## config.mk

```make
export PLATFORM = sky130hd
export DESIGN_NAME = axis_command_parser
export DESIGN_NICKNAME = d
export VERILOG_FILES = /design/src/rtl/acp_pkg.sv /design/src/rtl/axis_command_parser.sv
export SDC_FILE = /design/constraint.sdc
export NUM_CORES = 1
export LEC_CHECK = 0
export BUFFER_PORTS_ARGS = -buffer_cell sky130_fd_sc_hd__buf_4
export CAP_MARGIN = 20
export CORE_AREA = 8 8 163 165
export DETAILED_ROUTE_END_ITERATION = 7
export DIE_AREA = 0 0 171 173
export PLACE_DENSITY = 0.74
export SLEW_MARGIN = 5
export SYNTH_ARGS = -nofsm -noshare
export SYNTH_HDL_FRONTEND = slang
export SYNTH_SLANG_ARGS = --single-unit
```

## constraint.sdc

```tcl
create_clock -name clk -period 7.7 [get_ports clk]
set_input_delay 1.54 -clock clk [delete_from_list [all_inputs] [get_ports clk]]
set_output_delay 1.54 -clock clk [all_outputs]
set_load 0.1 [all_outputs]
```

## src/rtl/acp_pkg.sv

```systemverilog
// acp_pkg: shared types, character codes and constants of the command parser
// used by rtl/axis_command_parser.sv; no other dependencies

package acp_pkg;

  localparam int FIELD_BITS        = 24;
  localparam int NUMBER_BITS_DEF   = 24;
  localparam int MESSAGE_BYTES_DEF = 20;
  localparam int RESET_TEXT_LEN    = 10;

  localparam logic [7:0] CH_NUL   = 8'h00;
  localparam logic [7:0] CH_TAB   = 8'h09;
  localparam logic [7:0] CH_LF    = 8'h0a;
  localparam logic [7:0] CH_VT    = 8'h0b;
  localparam logic [7:0] CH_FF    = 8'h0c;
  localparam logic [7:0] CH_CR    = 8'h0d;
  localparam logic [7:0] CH_SPACE = 8'h20;
  localparam logic [7:0] CH_PLUS  = 8'h2b;
  localparam logic [7:0] CH_MINUS = 8'h2d;
  localparam logic [7:0] CH_ZERO  = 8'h30;
  localparam logic [7:0] CH_NINE  = 8'h39;
  localparam logic [7:0] CH_X     = 8'h58;
  localparam logic [7:0] CH_Y     = 8'h59;
  localparam logic [7:0] CH_Z     = 8'h5a;
  localparam logic [7:0] CH_S     = 8'h53;

  typedef enum logic [2:0] {
    LETTER_NONE  = 3'd0,
    LETTER_X     = 3'd1,
    LETTER_Y     = 3'd2,
    LETTER_Z     = 3'd3,
    LETTER_S     = 3'd4,
    LETTER_OTHER = 3'd5
  } letter_t;

  typedef enum logic [3:0] {
    STAGE_BEFORE_SIGN = 4'b0001,
    STAGE_AFTER_SIGN  = 4'b0010,
    STAGE_DIGITS      = 4'b0100,
    STAGE_DONE        = 4'b1000
  } stage_t;

  typedef enum logic [1:0] {
    KIND_MOVE  = 2'd0,
    KIND_RESET = 2'd1,
    KIND_SPEED = 2'd2
  } kind_t;

  // characters of the reset command text
  function automatic logic [7:0] reset_char(input logic [3:0] pos);
    logic [7:0] c;
    case (pos)
      4'd0:    c = "r";
      4'd1:    c = "e";
      4'd2:    c = "s";
      4'd3:    c = "e";
      4'd4:    c = "t";
      4'd5:    c = "C";
      4'd6:    c = "o";
      4'd7:    c = "o";
      4'd8:    c = "r";
      4'd9:    c = "d";
      default: c = 8'h00;
    endcase
    return c;
  endfunction

endpackage

```

## src/rtl/axis_command_parser.sv

```systemverilog
// axis_command_parser: byte-wise text command decoder, one result per frame
// depends on acp_pkg
//
//   beat        valid     stall     payload
//   in          in_valid  in_stall  rx_byte, frame_last
//   out         out_valid out_stall command_kind, target_x/y/z, speed_value
//
// one byte is taken every cycle while in_stall is low; the parse state steps once per byte
// the frame result is loaded at the edge that takes its last byte
// a waiting result stalls the input only while out_stall holds it
// rst is synchronous and clears the parse state and out_valid

module axis_command_parser #(
  parameter int NUMBER_BITS   = acp_pkg::NUMBER_BITS_DEF,
  parameter int MESSAGE_BYTES = acp_pkg::MESSAGE_BYTES_DEF
) (
  input  logic                                    clk,
  input  logic                                    rst,
  input  logic                                    in_valid,
  output logic                                    in_stall,
  input  logic [7:0]                              rx_byte,
  input  logic                                    frame_last,
  output logic                                    out_valid,
  input  logic                                    out_stall,
  output logic [1:0]                              command_kind,
  output logic signed [acp_pkg::FIELD_BITS-1:0]   target_x,
  output logic signed [acp_pkg::FIELD_BITS-1:0]   target_y,
  output logic signed [acp_pkg::FIELD_BITS-1:0]   target_z,
  output logic signed [acp_pkg::FIELD_BITS-1:0]   speed_value
);

  localparam int CNT_BITS = $clog2(MESSAGE_BYTES + 1);
  localparam int NB       = NUMBER_BITS;
  localparam int FB       = acp_pkg::FIELD_BITS;
  localparam logic [NB-1:0] MAG_LIMIT = {1'b1, {(NB-1){1'b0}}};
  localparam logic [CNT_BITS-1:0] CNT_MAX = CNT_BITS'(MESSAGE_BYTES);
  localparam logic [3:0] RESET_LEN = 4'(acp_pkg::RESET_TEXT_LEN);

  // parse state
  logic                  token_phase, token_phase_next;
  acp_pkg::letter_t      token_letter, token_letter_next;
  acp_pkg::stage_t       number_stage, number_stage_next;
  logic                  number_negative, number_negative_next;
  logic [NB-1:0]         number_magnitude, number_magnitude_next;
  logic signed [NB-1:0]  x_latched, x_latched_next;
  logic signed [NB-1:0]  y_latched, y_latched_next;
  logic signed [NB-1:0]  z_latched, z_latched_next;
  logic                  speed_seen, speed_seen_next;
  logic signed [NB-1:0]  speed_latched, speed_latched_next;
  logic [3:0]            reset_match_pos, reset_match_pos_next;
  logic                  reset_match_failed, reset_match_failed_next;
  logic                  text_ended, text_ended_next;
  logic [CNT_BITS-1:0]   byte_count, byte_count_next;

  // result register
  acp_pkg::kind_t        kind_next;
  logic signed [FB-1:0]  x_out_next, y_out_next, z_out_next, s_out_next;

  logic in_accept;
  logic out_load;

  assign in_stall  = out_valid && out_stall;
  assign in_accept = in_valid && !in_stall;
  assign out_load  = in_accept && frame_last;

  always_comb begin
    logic                 digit;
    logic                 feed;
    logic                 space_fed;
    logic [NB+3:0]        acc;
    logic [NB-1:0]        mclip;
    logic signed [NB-1:0] value;

    token_phase_next        = token_phase;
    token_letter_next       = token_letter;
    number_stage_next       = number_stage;
    number_negative_next    = number_negative;
    number_magnitude_next   = number_magnitude;
    x_latched_next          = x_latched;
    y_latched_next          = y_latched;
    z_latched_next          = z_latched;
    speed_seen_next         = speed_seen;
    speed_latched_next      = speed_latched;
    reset_match_pos_next    = reset_match_pos;
    reset_match_failed_next = reset_match_failed;
    text_ended_next         = text_ended;
    byte_count_next         = byte_count;
    kind_next               = acp_pkg::KIND_MOVE;
    x_out_next              = '0;
    y_out_next              = '0;
    z_out_next              = '0;
    s_out_next              = '0;

    digit     = (rx_byte >= acp_pkg::CH_ZERO) && (rx_byte <= acp_pkg::CH_NINE);
    feed      = in_accept && !text_ended && (byte_count < CNT_MAX) &&
                (rx_byte != acp_pkg::CH_NUL);
    space_fed = feed && !speed_seen && (rx_byte == acp_pkg::CH_SPACE);
    acc       = ({4'b0, number_magnitude} << 3) + ({4'b0, number_magnitude} << 1) +
                (NB+4)'(rx_byte[3:0]);

    if (in_accept && !text_ended && (byte_count < CNT_MAX)) begin
      byte_count_next = byte_count + 1'b1;
      if (rx_byte == acp_pkg::CH_NUL) begin
        text_ended_next = 1'b1;
      end
    end

    if (feed) begin
      if (!reset_match_failed && (reset_match_pos < RESET_LEN) &&
          (rx_byte == acp_pkg::reset_char(reset_match_pos))) begin
        reset_match_pos_next = reset_match_pos + 4'd1;
      end else begin
        reset_match_failed_next = 1'b1;
      end

      if (!speed_seen && (rx_byte != acp_pkg::CH_SPACE)) begin
        if (!token_phase) begin
          token_phase_next      = 1'b1;
          number_stage_next     = acp_pkg::STAGE_BEFORE_SIGN;
          number_negative_next  = 1'b0;
          number_magnitude_next = '0;
          case (rx_byte)
            acp_pkg::CH_X: token_letter_next = acp_pkg::LETTER_X;
            acp_pkg::CH_Y: token_letter_next = acp_pkg::LETTER_Y;
            acp_pkg::CH_Z: token_letter_next = acp_pkg::LETTER_Z;
            acp_pkg::CH_S: token_letter_next = acp_pkg::LETTER_S;
            default:       token_letter_next = acp_pkg::LETTER_OTHER;
          endcase
        end else begin
          unique case (number_stage)
            acp_pkg::STAGE_BEFORE_SIGN: begin
              if (rx_byte == acp_pkg::CH_TAB || rx_byte == acp_pkg::CH_LF ||
                  rx_byte == acp_pkg::CH_VT || rx_byte == acp_pkg::CH_FF ||
                  rx_byte == acp_pkg::CH_CR) begin
                number_stage_next = acp_pkg::STAGE_BEFORE_SIGN;
              end else if (rx_byte == acp_pkg::CH_PLUS) begin
                number_stage_next = acp_pkg::STAGE_AFTER_SIGN;
              end else if (rx_byte == acp_pkg::CH_MINUS) begin
                number_negative_next = 1'b1;
                number_stage_next    = acp_pkg::STAGE_AFTER_SIGN;
              end else if (digit) begin
                number_stage_next     = acp_pkg::STAGE_DIGITS;
                number_magnitude_next = (acc > (NB+4)'(MAG_LIMIT)) ? MAG_LIMIT : acc[NB-1:0];
              end else begin
                number_stage_next = acp_pkg::STAGE_DONE;
              end
            end
            acp_pkg::STAGE_AFTER_SIGN, acp_pkg::STAGE_DIGITS: begin
              if (digit) begin
                number_stage_next     = acp_pkg::STAGE_DIGITS;
                number_magnitude_next = (acc > (NB+4)'(MAG_LIMIT)) ? MAG_LIMIT : acc[NB-1:0];
              end else begin
                number_stage_next = acp_pkg::STAGE_DONE;
              end
            end
            acp_pkg::STAGE_DONE: begin
              number_stage_next = acp_pkg::STAGE_DONE;
            end
            default: begin
              number_stage_next = acp_pkg::STAGE_DONE;
            end
          endcase
        end
      end
    end

    // token ends at a space, or at the end of the frame
    if (number_negative_next) begin
      mclip = (number_magnitude_next > MAG_LIMIT) ? MAG_LIMIT : number_magnitude_next;
      value = -$signed(mclip);
    end else begin
      mclip = (number_magnitude_next > MAG_LIMIT - 1'b1) ? MAG_LIMIT - 1'b1
                                                          : number_magnitude_next;
      value = $signed(mclip);
    end
    if (token_phase_next && !speed_seen && (space_fed || (in_accept && frame_last))) begin
      case (token_letter_next)
        acp_pkg::LETTER_X: x_latched_next = value;
        acp_pkg::LETTER_Y: y_latched_next = value;
        acp_pkg::LETTER_Z: z_latched_next = value;
        acp_pkg::LETTER_S: begin
          speed_seen_next    = 1'b1;
          speed_latched_next = value;
        end
        default: ;
      endcase
      token_phase_next = 1'b0;
    end

    if (out_load) begin
      if (!reset_match_failed_next && (reset_match_pos_next == RESET_LEN)) begin
        kind_next = acp_pkg::KIND_RESET;
      end else if (speed_seen_next) begin
        kind_next  = acp_pkg::KIND_SPEED;
        s_out_next = FB'(speed_latched_next);
      end else begin
        x_out_next = FB'(x_latched_next);
        y_out_next = FB'(y_latched_next);
        z_out_next = FB'(z_latched_next);
      end
      // fresh state for the next frame
      token_phase_next        = 1'b0;
      token_letter_next       = acp_pkg::LETTER_NONE;
      number_stage_next       = acp_pkg::STAGE_BEFORE_SIGN;
      number_negative_next    = 1'b0;
      number_magnitude_next   = '0;
      x_latched_next          = '0;
      y_latched_next          = '0;
      z_latched_next          = '0;
      speed_seen_next         = 1'b0;
      speed_latched_next      = '0;
      reset_match_pos_next    = '0;
      reset_match_failed_next = 1'b0;
      text_ended_next         = 1'b0;
      byte_count_next         = '0;
    end
  end

  always_ff @(posedge clk) begin
    if (rst) begin
      token_phase        <= 1'b0;
      token_letter       <= acp_pkg::LETTER_NONE;
      number_stage       <= acp_pkg::STAGE_BEFORE_SIGN;
      number_negative    <= 1'b0;
      number_magnitude   <= '0;
      x_latched          <= '0;
      y_latched          <= '0;
      z_latched          <= '0;
      speed_seen         <= 1'b0;
      speed_latched      <= '0;
      reset_match_pos    <= '0;
      reset_match_failed <= 1'b0;
      text_ended         <= 1'b0;
      byte_count         <= '0;
    end else begin
      token_phase        <= token_phase_next;
      token_letter       <= token_letter_next;
      number_stage       <= number_stage_next;
      number_negative    <= number_negative_next;
      number_magnitude   <= number_magnitude_next;
      x_latched          <= x_latched_next;
      y_latched          <= y_latched_next;
      z_latched          <= z_latched_next;
      speed_seen         <= speed_seen_next;
      speed_latched      <= speed_latched_next;
      reset_match_pos    <= reset_match_pos_next;
      reset_match_failed <= reset_match_failed_next;
      text_ended         <= text_ended_next;
      byte_count         <= byte_count_next;
    end
  end

  always_ff @(posedge clk) begin
    if (rst) begin
      out_valid <= 1'b0;
    end else if (out_load) begin
      out_valid <= 1'b1;
    end else if (!out_stall) begin
      out_valid <= 1'b0;
    end
  end

  always_ff @(posedge clk) begin
    if (out_load) begin
      command_kind <= kind_next;
      target_x     <= x_out_next;
      target_y     <= y_out_next;
      target_z     <= z_out_next;
      speed_value  <= s_out_next;
    end
  end

endmodule

```

==> impl.org, run 1 <==
** Floorplanning
- The region available for standard cell placement spans 0.0240 mm^2.
- During I/O placement, the number of pins put on the boundary was 113.
- Row cnt :: 57
- Chip height :: ~170 um
- The floorplan step set the die width to 171 um.
- The die covers 0.0296 mm^2.
- The initial utilization of the core area, before any placement, comes to 0.529.

** Timing
- Actual slew at the worst max-slew pin :: 1.07 ns
- Max Transition Viols Final :: 0
- Across the routed clock network, the largest skew measured is 0.0358 ns.
- Count of endpoints failing hold in the final timing report :: 0
- Measured against its own limit, the worst slew margin works out to 0.266.
- Timing would allow up to approximately 0.14 GHz.
- Final Critical Period :: a little over 7 ns
- Number of endpoints failing setup at the final stage :: 0
- Setup repair after global routing missed its margin :: no
- Sum of negative setup slack :: 0 ns
- Worst setup slack after layout :: 0.607 ns
- Of the available clock period, the critical path in the final layout requires 0.921.

** Critical path
- The startpoint identified for the worst register-to-register timing path is number_magnitude[14].
- Last element of the critical path :: target_z[22]
- Startpoint type of the worst setup path :: primary input
- Critical path capture point type :: register
- STA puts the critical path data arrival time at 7.35 ns.
- The slowest stage of the critical path is the fa_1 cell.
- Along the worst path, the maximum fanout reaches 9.
- Most common cell on crit path :: or4_1
- R2r endpoint :: target_z[22]
- On the worst path, the slowest cell contributes a delay of 0.62 ns.
- The critical path is of the in2reg type.
- FF-to-FF path depth :: 21
- In this run the register-to-register setup slack is just under 1 ns.
- For the worst setup path, the data required time is 7.95 ns.
- Worst setup path start :: rx_byte[3]
- The signal on the critical path passes through buf_4, inv_1, fa_1, fa_1, nand2_1, or4_1, or4_1, or4_1, nor4_2, a41oi_1, buf_4, nor3_2, a22oi_1, or2_2, ha_1, inv_1, a221oi_1, nand4b_1, nor3_1, or4_1, nand3_1, o21ai_0.

** Power and ir drop
- Worst IR drop on VDD :: 175 uV
- For this design the static power due to leakage is about 0.0058 uW.
- Power spread over the standard cell area amounts to 197 mW/mm^2.

** Global routing
- Global-route met1 utilization :: 0.309
- The first global-routing pass estimated 56.7 mm of wire.
- Total track usage :: 0.235
- Number of global-route vias before repair :: 10648
- For this run, global-route usage on met2 was measured as 0.382.
- met2 is the most crowded layer.
- For this run the aggregate overflow at the end of global routing stands at 0.
- Entering global routing, the biggest net connects 96 pins.
- Met3 Use GR :: 0.0419
- The initial antenna violation count came to 0.

** Routing
- The first detailed-routing pass ran for 6 iterations.
- After detailed routing, the average wire length per cell comes to 19.6 um.
- Starting DRT DRC Count :: about 1100
- For this block, the routed nets add up to 35.7 mm of wire.
- In the routed design, unresolved DRC markers number 0.
- Overall via count from detail_route :: approximately 11000
- After detailed routing, the number of vias per cell comes to 6.10.
- Number of nets with antenna violations after routing :: 0

** Yosys
- The most used flip-flop cell after synthesis is dfxtp_1.
- Of the synthesized area, sequential elements account for 0.467.
- Of all flip-flops after synthesis, the portion carrying an async set or reset was 0.
- Synth warn :: 0
- Cell variety after synth :: 100
- Cells after Synth :: 1376
- Count of state elements after synthesis :: 247
- After synthesis, the most frequently instantiated cells are nor2_1 (217), dfxtp_1 (149), o21ai_0 (109).
- The most common cell in the synthesized netlist is nor2_1.
- Mean instance size in the synthesized netlist :: 9.22 um^2
- Of all cell types, the one taking the most synthesized area is dfxtp_1.
- Cells taking the most area after synthesis :: dfxtp_1 (24%), edfxtp_1 (23%), nor2_1 (6.4%)
- Fraction of synthesized cell area taken by the top area cell type :: 0.235
- Number of nets produced by synthesis :: 1441
- Counting flops with a built-in enable in the synthesized netlist gives 98.
- Post-Syn Area :: between 0.01 and 0.015 mm^2

** Clock tree
- The clock passes through at most 3 buffers.
- Post-CTS Hold Buffers :: 0
- Post-CTS setup-driven buffer insertion count :: 0
- Number of buffers created by CTS :: 26
- After clock tree synthesis, the clock-pin slew on the worst setup and hold paths is around 0.06 ns.
- In this run the number of H-tree levels came out at 1.
- The clock net in this run drives a total of roughly 250 sinks.
- At the later pin of the worst-skew pair, clock insertion delay measures roughly 0.55 ns.
- Clock tree from TritonCTS :: built
- CTS placed an instance of clkbuf_16 at the clock tree root.
- Gates resized during post-CTS repair numbered 0.

** Placed design
- OpenSTA, run right after detailed placement, puts the worst setup slack at between 0.15 and 0.2 ns.
- At the end of routability-driven placement, the weighted congestion stood at 0.965.
- Once placement finished, the instance area stood at 0.0139 mm^2.
- I/O Buffers :: 112
- Summed over all nets, the half-perimeter wirelength after detailed placement is 25.1 mm.

** Cells and area
- Diode insertion count for antenna repair :: 0
- In the final layout, the share of cells above drive strength 1 is 0.156.
- The area growth from synthesis to layout is 16.7%.
- For this run, the share of the core covered by cells in the final layout is 0.618.
- Number of nets at the end of the flow :: 1541
- Once layout is done, the placed cells without fillers occupy 0.0148 mm^2.
- # fillers :: 2070

** Min path
- In this run the worst hold path is classified as reg2reg.

** Flow run
- Maximum Capacitance Violations :: 0

** Outcome
- The flow ran to the end, and the final reports show no timing, DRC or antenna violations.
-- per-stage QoR --
step,hold slack [ns],instances,total power (uW)
final,0.469,1819,2910
after global routing,0.490,1819,2980
after floorplan,0.433,1376,1620
after global placement,0.448,1772,1690
after detailed placement,0.455,1772,1690
after CTS,0.463,1819,2930
-- where the power goes --
| group | switching [uW] | leakage, uW | internal, uW |
|---|---|---|---|
| combinational | 221 | 0.00325 | 49.3 |
| clock | 520 | 0.000428 | 732 |
| sequential | 10.2 | 0.00215 | 1380 |
-- worst min path at each step --
stage                     slack (ns)       endpoint          start  depth (start not counted)
after detailed placement        0.45  x_latched[20]  x_latched[20]                          2
after floorplan                 0.43     text_ended     text_ended                          2
after global placement          0.45  y_latched[20]  y_latched[20]                          2
after CTS                       0.46  x_latched[20]  x_latched[20]                          2
final                           0.47  x_latched[20]  x_latched[20]                          2
after global routing            0.49  x_latched[20]  x_latched[20]                          2
-- logic make-up (layout without fill, tap and decap cells) --
| group | Yosys count | count (layout) | synth area share |
|---|---|---|---|
| AOI/OAI and AO/OA | 345 | 345 | 0.180 |
| and+or+nand+nor | 553 | 553 | 0.207 |
| xor gates and xnor gates | 34 | 34 | 0.0235 |
| DFF | 247 | 247 | 0.467 |
| muxes | 50 | 50 | 0.0406 |
| buffers and inverters | 95 | 214 | 0.0297 |
| adders and majority gates | 52 | 52 | 0.0525 |
-- layout make-up --
cell class | instances | area, um^2 | area share
multi-input combinational | 1034 | 6420 | 0.434
tap | 324 | 405 | 0.0274
inverter | 21 | 81.3 | 0.00549
clock buffer | 38 | 766 | 0.0517
timing repair buffer | 146 | 1100 | 0.0740
sequential | 247 | 5930 | 0.400
clock inverter | 9 | 113 | 0.00760
-- worst max-delay path: cells and delay by family --
family / cells / cell delay (ns)
buffers and inverters: 4 / 0.55
adder cells (fa/ha/maj): 3 / 1.37
AND/OR/NAND/NOR: 11 / 3.23
AO/OA/AOI/OAI: 4 / 0.65
-- layout by cell type, fill, tap and decap left out, types with 5 or more instances in the layout --
cell type  synthesis  final
nor3_1            39     37
xnor2_1           20     20
xor2_1            14     14
nand2_1          104    104
o21a_1            15     15
mux2i_1           41     41
a21o_1             7      7
o22ai_1           11     11
inv_1             21     20
o21ai_0          109    109
buf_4              1    146
a31oi_1           13     13
clkbuf_1          62      5
o21ai_1           11     11
edfxtp_1          98     98
and2_1            19     19
mux2_2             7      7
ha_1              50     50
clkbuf_16          0     26
a41oi_1            6      6
dfxtp_1          149    149
nor4_1             7      7
nand4_1           16     16
a21oi_1           68     68
and3_1            11     11
nand3_1           77     77
clkbuf_8           0      7
o211ai_1          10     10
a32o_1            10     10
nor2b_1            6      6
a211oi_1           6      6
nor2_1           217    216
or3_1              9      9
a22oi_1           12     12
-- registers in the layout, indices dropped and copies added (netlist names), 2 cells and up, named ones only --
| register | count |
|---|---|
| number_magnitude | 24 |
| speed_latched | 24 |
| speed_value | 24 |
| target_x | 24 |
| target_y | 24 |
| target_z | 24 |
| x_latched | 24 |
| y_latched | 24 |
| z_latched | 24 |
| byte_count | 5 |
| number_stage | 4 |
| reset_match_pos | 4 |
| token_letter | 3 |
| command_kind | 2 |
-- routing by layer --
layer,up-vias,wire [um]
li1,5272,-
met1,5296,15200
met5,-,0
met2,438,16500
met3,96,2690
met4,0,1320
(Power assumes the default switching activity.)
==> run 2, diff against run 1 <==
--- a/config.mk
+++ b/config.mk
@@ -7,9 +7,9 @@
 export LEC_CHECK = 0
 export BUFFER_PORTS_ARGS = -buffer_cell sky130_fd_sc_hd__buf_4
 export CAP_MARGIN = 20
-export CORE_AREA = 8 8 163 165
+export CORE_AREA = 2 2 157 159
 export DETAILED_ROUTE_END_ITERATION = 7
-export DIE_AREA = 0 0 171 173
+export DIE_AREA = 0 0 159 161
 export PLACE_DENSITY = 0.74
 export SLEW_MARGIN = 5
 export SYNTH_ARGS = -nofsm -noshare
==> run 2 against run 1 <==
  * Via count increased by 0.72%
  * Combinational power about the same
  * Global-route usage increased by 3.5 points
  * Sequential share of layout area increased by 0.10 points
  * Core utilization decreased by 0.16 points
  * Setup slack got worse by 0.055 ns
  * Routed wire length decreased by 1.1%
  * Clock-buffer cell count decreased by 5
  * Clock skew decreased by 0.017 ns
  * Sequential cell count unchanged
  * Cell count about the same
  * Critical path depth unchanged
==> impl.org, run 2 (same netlist as run 1, synthesis figures left out) <==
** Outcome
- Status :: complete, no violations

** Clock tree
- Hold repair after CTS inserted 0 buffers.
- In this run, CTS created clock tree buffers numbering 25.
- Buffers added to address setup during post-CTS repair amount to 0.
- The tree is rooted in a clkbuf_16.
- Clock latency on the worst-skew pair, taken at its later pin, is ~0.54 ns.
- Clock slew seen by the registers of the worst setup and hold paths :: 0.06 ns
- The clock passes through at most 3 buffers.
- TritonCTS built the clock tree.
- After clock tree synthesis, the repair step resized 0 gates.
- Sink Count :: 247
- Depth of the CTS H-tree :: 1

** Timing
- Setup repair after global routing missed its margin :: no
- Maximum frequency from static timing analysis :: 0.140 GHz
- The number of pins with negative max-slew slack in the final report is 0.
- Final Critical Period :: approximately 7.1 ns
- On the final layout, the worst clock skew is 0.0187 ns.
- Headroom to the max-slew limit came out at 0.266.
- Post-route fraction of the period consumed by the critical path :: 0.928
- Setup total negative slack on the finished layout was measured at 0 ns.
- Number of endpoints failing setup at the final stage :: 0
- At the pin with the least slew margin, the transition time is between 1 and 1.5 ns.
- Count of endpoints failing hold in the final timing report :: 0

** Routing
- Drt wl/cell :: about 19 um
- Dividing the detail-routed via count by the number of cells gives ~6.2.
- In the routed design, unresolved DRC markers number 0.
- The detailed router placed 11182 vias in this run.
- Wires add up to between 30 and 40 mm.
- In this run, the number of DRC markers left after iteration 0 of detailed routing was around 890.
- The count of nets left with antenna violations once routing finished came out at 0.
- Count of TritonRoute iterations in the first routing pass :: 6

** Placed design
- The placed instances occupy a cell area of between 0.01 and 0.015 mm^2.
- After legalization and detailed placement, the total HPWL measured approximately 25 mm.
- Routability-driven placement finished with a final weighted congestion of 0.942.
- In this run the tool buffered the top-level ports with 112 buffer cells.

** Floorplanning
- X dimension of the die :: between 150 and 200 um
- The floorplan step set the die height to approximately 160 um.
- The floorplan has 57 rows.
- Standard cell core area :: 0.0240 mm^2
- The die covers roughly 0.026 mm^2.
- The initial utilization of the core area, before any placement, comes to 0.529.
- Top-level port count :: around 110

** Critical path
- Critical-path cell with the highest stage delay :: fa_1
- Critical-path maximum fanout :: 9
- Data on the critical path is required at its endpoint by 7.96 ns.
- Most common cell on crit path :: or4_1
- STA classifies the critical path startpoint as a primary input.
- Worst Path Class, Setup :: in2reg
- The signal on the critical path passes through buf_4, inv_1, fa_1, fa_1, nand2_1, or4_1, or4_1, or4_1, nor4_2, a41oi_1, buf_4, nor3_2, a22oi_1, or2_2, ha_1, inv_1, a221oi_1, nand4b_1, nor3_1, or4_1, nand3_1, o21ai_0.
- WP buf/inv :: 4
- Delay contributed by the slowest stage of the critical path :: around 0.62 ns
- The worst setup path is captured at a register.
- Data arrives at the worst endpoint at 7.41 ns.
- The kind of cell with the highest combined delay along the critical path is simple AND/OR/NAND/NOR gates.

** Flow run
- Max-cap violations in this run came to 0.

** Global routing
- Total track usage :: 0.271
- Entering global routing, the biggest net connects 96 pins.
- Leftover overflow at the end of global routing :: 0
- The first global-routing pass estimated 56.5 mm of wire.
- The initial antenna violation count is 0.
- Number of global-route vias before repair :: about 11000

** Cells and area
- The finished cells cover 0.0148 mm^2.
- Sequential cell area :: 0.00593 mm^2
- Most common library cell in the layout ignoring fill and taps :: nor2_1
- The net count of the finished layout is 1540.
- The library cells used most frequently in the layout, excluding fill and tap cells, are nor2_1 (216), dfxtp_1 (149), buf_4 (146).
- # fillers :: 2019
- In the final layout, the multi-input gates occupy 0.00642 mm^2.
- The repair_antennas step left the layout with diodes totalling 0.
- Area added between synthesis and finish :: 16.4%
- In the final layout, the share of cells above drive strength 1 is 0.157.

** Power and ir drop
- Worst IR drop on VDD :: 179 uV
- Total power for the finished layout comes to 2870 uW.
- For this design the ratio of total power to cell area is between 150 and 200 mW/mm^2.
- Summed over all cells, the static leakage comes to 0.00581 uW.

** Min path
- Hold Path Class :: reg2reg
## run 2: changes by cell type in the layout (fill, tap and decap cells not counted), moves of 2 or more
cell | before | now
clkinv_4 | 0 | 2
clkinv_2 | 2 | 5
clkbuf_8 | 7 | 5
inv_8 | 2 | 0
clkbuf_1 | 5 | 2
## run 2: cell type report
cell class,count,area share
Tap cell,324,0.0274
Clock inverter,13,0.00771
Clock buffer,33,0.0492
Timing Repair Buffer,146,0.0742
Multi-Input combinational cell,1034,0.435
Sequential cell,247,0.401
Inverter,21,0.00551
## run 2: where the power goes
group | total (uW) | switching [uW] | internal [uW]
Clock | 1210 | 509 | 704
Combinational | 270 | 221 | 49.3
Sequential | 1390 | 10.1 | 1380
Total | 2870 | 740 | 2130
## run 2: stage by stage
step / worst slack [ns] / utilization / std cells / hold WS [ns]
3_3_place_gp: 0.293 / 0.581 / 1772 / 0.447
5_1_grt: 0.0333 / 0.616 / 1818 / 0.477
2_1_floorplan: 0.0152 / - / 1376 / 0.433
3_5_place_dp: 0.147 / 0.581 / 1772 / 0.453
4_1_cts: 0.677 / 0.616 / 1818 / 0.462
6_report: 0.552 / 0.616 / 1818 / 0.461
## run 2: metal layers
layer  track usage  vias up  wire length (um)
met1         0.365     5327             15000
met3        0.0421       94              2660
li1              -     5268                 -
met5             0        -                 0
met4        0.0946        0              1280
met2         0.447      493             16400
## run 2: worst reg2reg max path, stage by stage (launching register included)
cell and delay, ns:
dfxtp_1 0.51, ha_1 0.30, ha_1 0.40, a21oi_1 0.27, o21ai_0 0.26, a2111oi_0 0.85
nand3_1 0.28, nand3b_1 0.20, o211ai_1 0.19, a211o_1 0.36, buf_4 0.19, nor3_2 0.37
a22oi_1 0.17, or2_2 0.34, ha_1 0.21, inv_1 0.10, a221oi_1 0.08, nand4b_1 0.24
nor3_1 0.09, or4_1 0.40, nand3_1 0.27, o21ai_0 0.15
## run 2: path summary, 6_finish.rpt
path | start | slack (ns) | cells past startpoint | to
worst max-delay path | rx_byte[3] | 0.55 | 22 | target_z[22]
worst min-delay path | y_latched[20] | 0.46 | 2 | y_latched[20]
worst max register to register | number_magnitude[14] | 1.21 | 21 | target_z[22]
worst min register to register | y_latched[20] | 0.46 | 2 | y_latched[20]
==> run 3, diff against run 2 <==
--- a/config.mk
+++ b/config.mk
@@ -11,6 +11,7 @@
 export DETAILED_ROUTE_END_ITERATION = 7
 export DIE_AREA = 0 0 159 161
 export PLACE_DENSITY = 0.74
+export RECOVER_POWER = 50
 export SLEW_MARGIN = 5
 export SYNTH_ARGS = -nofsm -noshare
 export SYNTH_HDL_FRONTEND = slang
==> run 3 against run 2 <==
  * The flow now finishes with violations (capacitance limit, slew limit)
  * Clock power about the same
  * Fmax about the same
  * Sequential cell count stayed put
  * Worst hold slack improved by 0.0029 ns
  * Cell count is the same
  * Critical path depth is the same
  * First-iteration DRC count is 3.2% higher
  * Register-to-register slack barely moved
==> impl.org, run 3 (same netlist as run 1, synthesis figures left out) <==
** Clock tree
- Clock latency on the worst-skew pair, taken at its later pin, is 0.54 ns.
- In this run the clock root is driven by a clkbuf_16.
- The number of setup buffers added after CTS is 0.
- CTS built an H-tree with a depth of 1.
- The clock net in this run drives a total of approximately 250 sinks.
- Post-CTS resize count :: 0
- Counting along the longest clock path gives a buffer depth of 3.
- Clock-pin slew was measured on the worst setup and hold paths at approximately 0.060 ns.
- In this run, post-CTS hold repair placed 0 buffers.
- Number of buffers created by CTS :: 25
- TritonCTS built the clock tree.

** Critical path
- Critical-path cell with the highest stage delay :: fa_1
- STA classifies the critical path startpoint as a primary input.
- Worst Path Class, Setup :: in2reg
- The cell that appears most often on the critical path is or4_1.
- Count of cell instances traversed by the critical path :: 22
- Together, buffers and inverters on the worst path number 4.
- For this run, the slowest stage of the critical path takes 0.63 ns.
- Counting cells, the worst reg-to-reg path comes to 21.
- Sequence of cells on the critical path :: buf_4, inv_1, fa_1, fa_1, nand2_1, or4_1, or4_1, or4_1, nor4_2, a41oi_1, buf_4, nor3_2, a22oi_1, or2_2, ha_1, inv_1, a221oi_1, nand4b_1, nor3_1, or4_1, nand3_1, o21ai_0
- Signal arrival time at the worst endpoint :: 7.40 ns
- For the worst setup path, the data required time is about 8 ns.
- The worst setup path is captured at a register.
- The kind of cell with the highest combined delay along the critical path is simple AND/OR/NAND/NOR gates.
- Critical-path maximum fanout :: 9

** Floorplanning
- The initial utilization of the core area, before any placement, comes to 0.529.
- The total area inside the core boundary comes to 0.0240 mm^2.
- The die covers 0.0256 mm^2.
- Row cnt :: 57
- Measured along the y axis, the die boundary spans 161 um.
- X dimension of the die :: 159 um
- Top-level port count :: 113

** Placed design
- Cell total after placement :: 1772
- Final weighted congestion of routability-driven global placement :: about 0.94
- I/O Buffers :: between 100 and 150
- The HPWL after detailed placement is 24.8 mm.

** Routing
- After detailed routing, the number of vias per cell comes to between 6 and 7.
- Drt wl/cell :: 19.5 um
- The detail route stage leaves a number of antenna-violating nets equal to 0.
- Total detailed-routing wirelength :: 35.4 mm
- DR DRC count :: 0
- After the first detailed-routing iteration, the DRC count stood at 915.
- Count of TritonRoute iterations in the first routing pass :: 5
- The detailed router placed around 11000 vias in this run.

** Min path
- Counting instances, the worst hold path has a depth of 2.
- The tightest min-delay check is of the reg2reg type.

** Timing
- Worst clock skew :: 0.0202 ns
- Post-route fraction of the period consumed by the critical path :: 0.928
- Count of endpoints failing hold in the final timing report :: 0
- Based on the critical path, the design can be clocked at up to 0.140 GHz.
- Final Critical Period :: 7.15 ns
- Max Transition Viols Final :: approximately 220
- Number of endpoints failing setup at the final stage :: 0
- Worst relative slew slack :: -1.54
- Actual slew at the worst max-slew pin :: 3.80 ns
- Sum of negative setup slack :: 0 ns
- Setup repair after global routing missed its margin :: no

** Cells and area
- The repair_antennas step left the layout with diodes totalling 0.
- Of the cells placed in the final design, the portion with a size suffix greater than 1 is 0.0877.
- The finished layout holds 1818 standard cells, fillers aside.
- The library cells used most frequently in the layout, excluding fill and tap cells, are nor2_1 (217), dfxtp_1 (149), o21ai_0 (109).
- The area growth from synthesis to layout is 13.3%.
- The net count of the finished layout is 1540.
- # fillers :: 2114
- The library cell used most frequently in the layout, excluding fill and tap cells, is nor2_1.

** Power and ir drop
- In this run the power density over the cells is between 150 and 200 mW/mm^2.
- Summed over all cells, the static leakage comes to 0.00542 uW.
- The worst-case IR drop observed on VDD is roughly 180 uV.

** Outcome
- Status :: complete, but fails checks
- Failing checks :: capacitance limit, slew limit

** Flow run
- Across the run, the number of max-cap violations was 4.

** Global routing
- The number of global-route vias before repair was 10645.
- The first global-routing pass estimated approximately 56 mm of wire.
- After global routing the overflow that remains totals 0.
- Maximum number of pins on one net before global-route repair :: 96
- Initial antenna violation count :: 0
- In the global route stage, overall resource usage came out at 0.271.
-- run 3: final timing paths --
| kind | start | slack (ns) | end |
|---|---|---|---|
| setup / recovery | rx_byte[3] | 0.55 | target_z[22] |
| setup reg to reg | number_magnitude[14] | 1.20 | target_z[22] |
| hold reg to reg | z_latched[6] | 0.46 | z_latched[6] |
| hold / removal | z_latched[6] | 0.46 | z_latched[6] |
-- run 3: metrics by stage --
stage / utilization / total power, uW / hold slack [ns] / setup WS, ns / instance area [um^2]
2_1_floorplan: - / 1620 / 0.433 / 0.0152 / 12700
3_3_place_gp: 0.581 / 1680 / 0.447 / 0.293 / 13900
3_5_place_dp: 0.581 / 1680 / 0.453 / 0.147 / 13900
4_1_cts: 0.616 / 2880 / 0.462 / 0.677 / 14800
5_1_grt: 0.600 / 2940 / 0.477 / 0.0333 / 14400
6_report: 0.600 / 2850 / 0.463 / 0.555 / 14400
-- run 3: power breakdown --
part,total (uW),internal (uW),switching (uW)
Sequential,1390,1380,9.64
Clock,1210,704,507
Combinational,254,33.3,220
-- run 3: cell type report --
cell class                 instances  area (um^2)  share of cell area
sequential                       247         5930               0.412
multi-input combinational       1034         6410               0.446
clock inverter                    13          114             0.00792
clock buffer                      33          727              0.0506
timing repair buffer             146          717              0.0499
inverter                          21         80.1             0.00557
tap                              324          405              0.0282
-- run 3: worst min-delay path: cells and delay by family, from the launching register on --
family / cells / cell delay [ns]
DFF: 1 / 0.30
and+or+nand+nor: 1 / 0.06
AOI/OAI and AO/OA: 1 / 0.06
-- run 3: metal layers --
| metal | up-vias | wire length, um | share of wire | track usage |
|---|---|---|---|---|
| met5 | - | 0 | 0 | 0 |
| met4 | 0 | 1160 | 0.033 | 0.0946 |
| met3 | 93 | 2610 | 0.074 | 0.0421 |
| met2 | 498 | 16500 | 0.47 | 0.447 |
| met1 | 5320 | 15100 | 0.43 | 0.365 |
| li1 | 5279 | - | - | - |
